**src/register_file_with_execute_ops_macros.svh**
```systemverilog
// ----------------------------------------------------------------------------
// register file with execute ops - assertion macros
// shared concurrent assertion forms used at the top level
// ----------------------------------------------------------------------------
`ifndef REGISTER_FILE_WITH_EXECUTE_OPS_MACROS_SVH
`define REGISTER_FILE_WITH_EXECUTE_OPS_MACROS_SVH

// same-cycle implication, disabled in reset
`define RFX_ASSERT_SAME(label, clk, rst_n, ante, cons, msg) \
    label: assert property (@(posedge clk) disable iff (!rst_n) (ante) |-> (cons)) \
        else $error(msg);

// next-cycle implication, disabled in reset
`define RFX_ASSERT_NEXT(label, clk, rst_n, ante, cons, msg) \
    label: assert property (@(posedge clk) disable iff (!rst_n) (ante) |=> (cons)) \
        else $error(msg);

`endif

```
**src/rfx_pkg.sv**
```systemverilog
// ----------------------------------------------------------------------------
// rfx_pkg
// types, codes and defaults shared by the register file with execute ops
// ----------------------------------------------------------------------------
package rfx_pkg;

    localparam int NUM_REGS_DEFAULT  = 32;
    localparam int MEM_WORDS_DEFAULT = 1024;
    localparam int DATA_W            = 32;

    typedef enum logic [3:0] {
        OP_WRITE = 4'd0,
        OP_READ  = 4'd1,
        OP_STORE = 4'd2,
        OP_LOAD  = 4'd3,
        OP_ADDI  = 4'd4,
        OP_SLL   = 4'd5,
        OP_SRL   = 4'd6,
        OP_BEQ   = 4'd7,
        OP_BNE   = 4'd8,
        OP_JR    = 4'd9
    } op_t;

    typedef enum logic [2:0] {
        ST_CLEAR,
        ST_IDLE,
        ST_ADDR,
        ST_RDB,
        ST_EXE,
        ST_OUT
    } state_t;

    typedef struct packed {
        logic [3:0]         req_type;
        logic [5:0]         reg_a;
        logic [5:0]         reg_b;
        logic signed [31:0] operand_value;
        logic [4:0]         shift_amount;
        logic [9:0]         mem_address;
        logic [15:0]        branch_target;
    } req_t;

    typedef struct packed {
        logic signed [31:0] read_data;
        logic               branch_taken;
        logic [15:0]        target_address;
        logic               error;
    } rsp_t;

    typedef struct packed {
        logic load_req;
        logic mod_step;
        logic issue_a;
        logic capture_a;
        logic exec;
        logic clear_step;
        logic out_load;
    } cmd_t;

    typedef struct packed {
        logic addr_high;
        logic clear_last;
    } status_t;

endpackage

```
**src/rfx_ctrl.sv**
```systemverilog
// ----------------------------------------------------------------------------
// rfx_ctrl
// sequencer: memory clear after reset, request handshake, step control
// ----------------------------------------------------------------------------
module rfx_ctrl (
    input  logic             clk,
    input  logic             rst_n,
    input  logic             in_valid,
    output logic             in_ready,
    output logic             out_valid,
    input  logic             out_ready,
    input  rfx_pkg::status_t status,
    output rfx_pkg::cmd_t    cmd
);

    rfx_pkg::state_t state_reg, state_next;
    logic            out_valid_reg, out_valid_next;

    always_ff @(posedge clk or negedge rst_n)
    begin
        if (!rst_n)
        begin
            state_reg     <= rfx_pkg::ST_CLEAR;
            out_valid_reg <= 1'b0;
        end
        else
        begin
            state_reg     <= state_next;
            out_valid_reg <= out_valid_next;
        end
    end

    always_comb
    begin
        state_next = state_reg;
        cmd        = '0;
        in_ready   = 1'b0;
        unique case (state_reg)
            rfx_pkg::ST_CLEAR:
            begin
                cmd.clear_step = 1'b1;
                if (status.clear_last)
                begin
                    state_next = rfx_pkg::ST_IDLE;
                end
            end
            rfx_pkg::ST_IDLE:
            begin
                in_ready = 1'b1;
                if (in_valid)
                begin
                    cmd.load_req = 1'b1;
                    state_next   = rfx_pkg::ST_ADDR;
                end
            end
            rfx_pkg::ST_ADDR:
            begin
                // fold the word address into the memory before the reads
                if (status.addr_high)
                begin
                    cmd.mod_step = 1'b1;
                end
                else
                begin
                    cmd.issue_a = 1'b1;
                    state_next  = rfx_pkg::ST_RDB;
                end
            end
            rfx_pkg::ST_RDB:
            begin
                cmd.capture_a = 1'b1;
                state_next    = rfx_pkg::ST_EXE;
            end
            rfx_pkg::ST_EXE:
            begin
                cmd.exec   = 1'b1;
                state_next = rfx_pkg::ST_OUT;
            end
            rfx_pkg::ST_OUT:
            begin
                if (!out_valid_reg || out_ready)
                begin
                    cmd.out_load = 1'b1;
                    state_next   = rfx_pkg::ST_IDLE;
                end
            end
            default:
            begin
                state_next = rfx_pkg::ST_IDLE;
            end
        endcase

        if (cmd.out_load)
        begin
            out_valid_next = 1'b1;
        end
        else if (out_ready)
        begin
            out_valid_next = 1'b0;
        end
        else
        begin
            out_valid_next = out_valid_reg;
        end
    end

    assign out_valid = out_valid_reg;

endmodule

```
**config.mk**
```make
export PLATFORM = sky130hd
export DESIGN_NAME = rfx_ctrl
export DESIGN_NICKNAME = d
export VERILOG_FILES = /design/src/register_file_with_execute_ops_macros.svh /design/src/rfx_pkg.sv /design/src/rfx_ctrl.sv
export SDC_FILE = /design/constraint.sdc
export NUM_CORES = 1
export LEC_CHECK = 0
export BUFFER_PORTS_ARGS = -buffer_cell sky130_fd_sc_hd__buf_2
export CORE_AREA = 3 3 40 42
export DETAILED_ROUTE_END_ITERATION = 8
export DIE_AREA = 0 0 43 45
export PLACE_DENSITY = 0.46
export SYNTH_ARGS = -nofsm -noshare
export SYNTH_HDL_FRONTEND = slang
export SYNTH_SLANG_ARGS = --single-unit
```
**constraint.sdc**
```tcl
create_clock -name clk -period 1.2 [get_ports clk]
set_input_delay 0.18 -clock clk [delete_from_list [all_inputs] [get_ports clk]]
set_output_delay 0.18 -clock clk [all_outputs]
set_load 0.03 [all_outputs]
```
==> flow_results.org <==
** Routing
- Violation count after the first detailed-route iteration :: 2
- Initial DRT Pass Iterations :: 4
- The routed layout has 294 vias.
- Post-DR vias/cell :: 4.32
- In the routed design, unresolved DRC markers number 0.
- Wires add up to 712 um.
- Number of nets with antenna violations after detailed routing :: 0
- In the final routed layout, each cell accounts on average for 10.5 um.

** STA
- Achievable frequency :: 0.727 GHz
- Setup repair after global routing could not meet its margin everywhere.
- The number of pins exceeding their max-slew limit in the final report is 0.
- Headroom to the max-slew limit :: 87.0%
- Adding up every negative setup slack in the final design gives -1.08 ns.
- Endpoints failing setup :: 8
- Hold violation count in the final report :: 0
- Final Critical Period :: 1.38 ns
- Final worst setup slack :: -0.176 ns
- For the pin with the worst max-slew slack, the measured transition is 0.195 ns.
- After layout, the worst path uses 115% of the clock period.
- Clock skew on the completed layout was measured at 0.00705 ns.
- Final hold analysis gives a worst-case slack of 0.231 ns.

** Global route
- GR Overflow Total :: 0
- The number of global-route vias before repair was 279.
- Largest net degree at the start of global routing :: 9
- Global-route wire length before repair :: 1140 um
- Total routing usage reported by global routing :: 8.03%
- Antenna violations before repair :: 0

** Place
- Cell count after placement :: 57
- # port buffers :: 14
- Post-detailed-placement cell area :: 380 um^2
- After legalization and detailed placement, the total HPWL measured 481 um.
- Before CTS, the worst setup slack after placement is 0.0262 ns.
- At the end of routability-driven placement, the weighted congestion stood at 0.710.

** Synthesis
- Library cells used by synthesis :: 20
- Post-synthesis area per instance :: 9.59 um^2
- Proportion of synthesized chip area in sequential cells :: 38.6%
- In this run, synthesis produced a sequential element count of 4.
- During synthesis, Yosys emitted a total of 0 warnings.
- When the netlist entered floorplanning its net count stood at 33.
- In the post-synthesis netlist, the biggest area contributors are dfrtp_1 (39%), nand2b_1 (7.2%), nand3b_1 (5.8%).
- Of all cell types, the one taking the most synthesized area is dfrtp_1.
- Share of Yosys cell area claimed by the top area cell type :: 38.6%
- Combined area of all synthesized cells :: 259 um^2
- Number of standard cells after synthesis :: 27

** Die
- The floorplan has 13 rows.
- The core region is 1280 um^2.
- Effective utilization at floorplan :: 20.2%
- The die is 45 um tall.
- The die is 43 um wide.
- Die Area :: 1940 um^2
- Top-Level Pins :: 15

** CTS
- Clock Tree Root :: clkbuf_4
- Num CTS Buffers :: 3
- Register clock-pin slew on the reported worst setup and hold paths :: 0.03 ns
- CTS H-Tree Depth :: 1
- Clock latency on the worst-skew pair, taken at its later pin, is 0.24 ns.
- CTS tree :: yes
- Max Root-Sink Buffers :: 2
- The clock drives 4 sinks.

** Worst setup path
- The worst setup path is captured at a primary output.
- At the worst endpoint, the required time is 1.02 ns.
- Data on the critical path arrives at its endpoint at 1.20 ns.
- Largest incremental delay on the critical path :: 0.46 ns
- The worst register-to-register path has a setup slack of 0.05 ns.
- The worst setup path is of the reg -> out kind.
- The slowest stage of the critical path belongs to the cell dfrtp_2.
- CP bufs+invs :: 1
- Sort of element at the start of the critical path :: flip-flop
- In this design, the largest share of critical-path delay is due to flip-flops.
- The critical path goes through nor3b_4, and2_4, buf_6.
- Max Fanout on Critical Path :: 8

** Run status
- Outcome :: finished with violations
- Failing checks :: negative setup slack

** Pwr
- Net switching is 42.2% of the power.
- Share of total power in combinational logic :: 67.3%
- Across the VDD grid, the largest voltage drop is 1.13 mV.
- Switching power summed over all nets :: 635 uW
- Cell internal power was estimated by the tool at 871 uW.
- Dividing total power by cell area gives a power density of 2960 nW/um^2.
- Of the total power, registers draw 21.4%.
- The clock network accounts for 11.3% of the total power.
- Leak Pwr :: 0.000251 uW

** Layout
- Count of inserted antenna diode cells :: 0
- Leaving out filler cells and counting taps, the final layout contains 68.
- The library cells used most frequently in the layout, excluding fill and tap cells, are buf_4 (12), buf_2 (6), buf_6 (6).
- Most common cell after layout, fill and taps aside :: buf_4
- Cells with a size suffix above 1 make up 69.8% of the layout.
- Layout filler cell count :: 136
- Area growth syn-to-layout :: 96.6%
- Net count reported at finish :: 61
- Max reg flops :: 3
- The finished cells cover 509 um^2.

** Worst hold path
- In this run the worst hold path is classified as in -> reg.

** Job
- Max-cap violations in this run came to 0.
-- power groups by stage --
stage          registers, uW  clock network (uW)  logic [uW]
2_1_floorplan            318                   0         539
3_3_place_gp             328                   0         721
3_5_place_dp             324                   0         716
4_1_cts                  317                 179         945
5_1_grt                  335                 189        1080
6_report                 322                 170        1010
-- final timing paths --
check                      cells past startpoint                startpoint                       end
max                                            3  state_reg[1]$_DFFE_PN0P_                    cmd[6]
min                                            2                 status[1]  state_reg[0]$_DFFE_PN0P_
max reg2reg                                    4  state_reg[0]$_DFFE_PN0P_  state_reg[0]$_DFFE_PN0P_
min reg2reg                                    2     out_valid$_DFFE_PN0P_     out_valid$_DFFE_PN0P_
max in group asynchronous                      2                     rst_n  state_reg[1]$_DFFE_PN0P_
min in group asynchronous                      2                     rst_n     out_valid$_DFFE_PN0P_
-- synthesized netlist by cell type (all sizes together) --
master and instances:
a21oi 2, and2 1, and3 1, and4bb 1, buf 2, dfrtp 4
inv 2, mux2i 1, nand2 1, nand2b 3, nand3b 2, nor2 1
nor2b 1, nor3 1, nor3b 1, nor4b 1, o221ai 1, or2 1
-- per-layer routing --
metal / GRT usage (%) / up-vias / wire (um)
li1: - / 145 / -
met1: 10.2 / 133 / 325
met2: 11.1 / 16 / 307
met3: 4.38 / 0 / 79
met4: 3.61 / 0 / 0
met5: 0 / - / 0
-- metrics by stage --
stage / utilization, % / power (uW)
floorplan: - / 857
global placement: 29.6 / 1050
detailed placement: 29.6 / 1040
CTS: 38.2 / 1440
global route: 39.6 / 1600
finish: 39.6 / 1510
-- layout make-up --
| class | instances | area [um^2] | area share, % |
|---|---|---|---|
| clock buffers | 3 | 22.5 | 4.42 |
| inverters | 2 | 7.51 | 1.47 |
| multi-input cells | 19 | 159 | 31.2 |
| flip-flops and latches | 4 | 104 | 20.4 |
| well taps | 15 | 18.8 | 3.69 |
| repair buffers | 25 | 198 | 38.8 |
-- cell families (layout without fill, tap and decap cells) --
kind of cell	count (synthesis)	in the layout	share of synthesized area, %
AOI/OAI and AO/OA	3	3	7.25
DFF	4	4	38.6
and+or+nand+nor	15	15	42.5
buffers and inverters	4	30	7.73
muxes	1	1	3.86
-- timing repair --
action                                  in CTS  in global routing
pin swaps                                    2                  1
setup buffers                                5                  2
endpoints found under the setup margin       8                  8
resized for setup                           14                  1
endpoints found under the hold margin        4                  0
hold buffers                                 1                  0
Note: power is estimated with default switching activity, not from simulation.
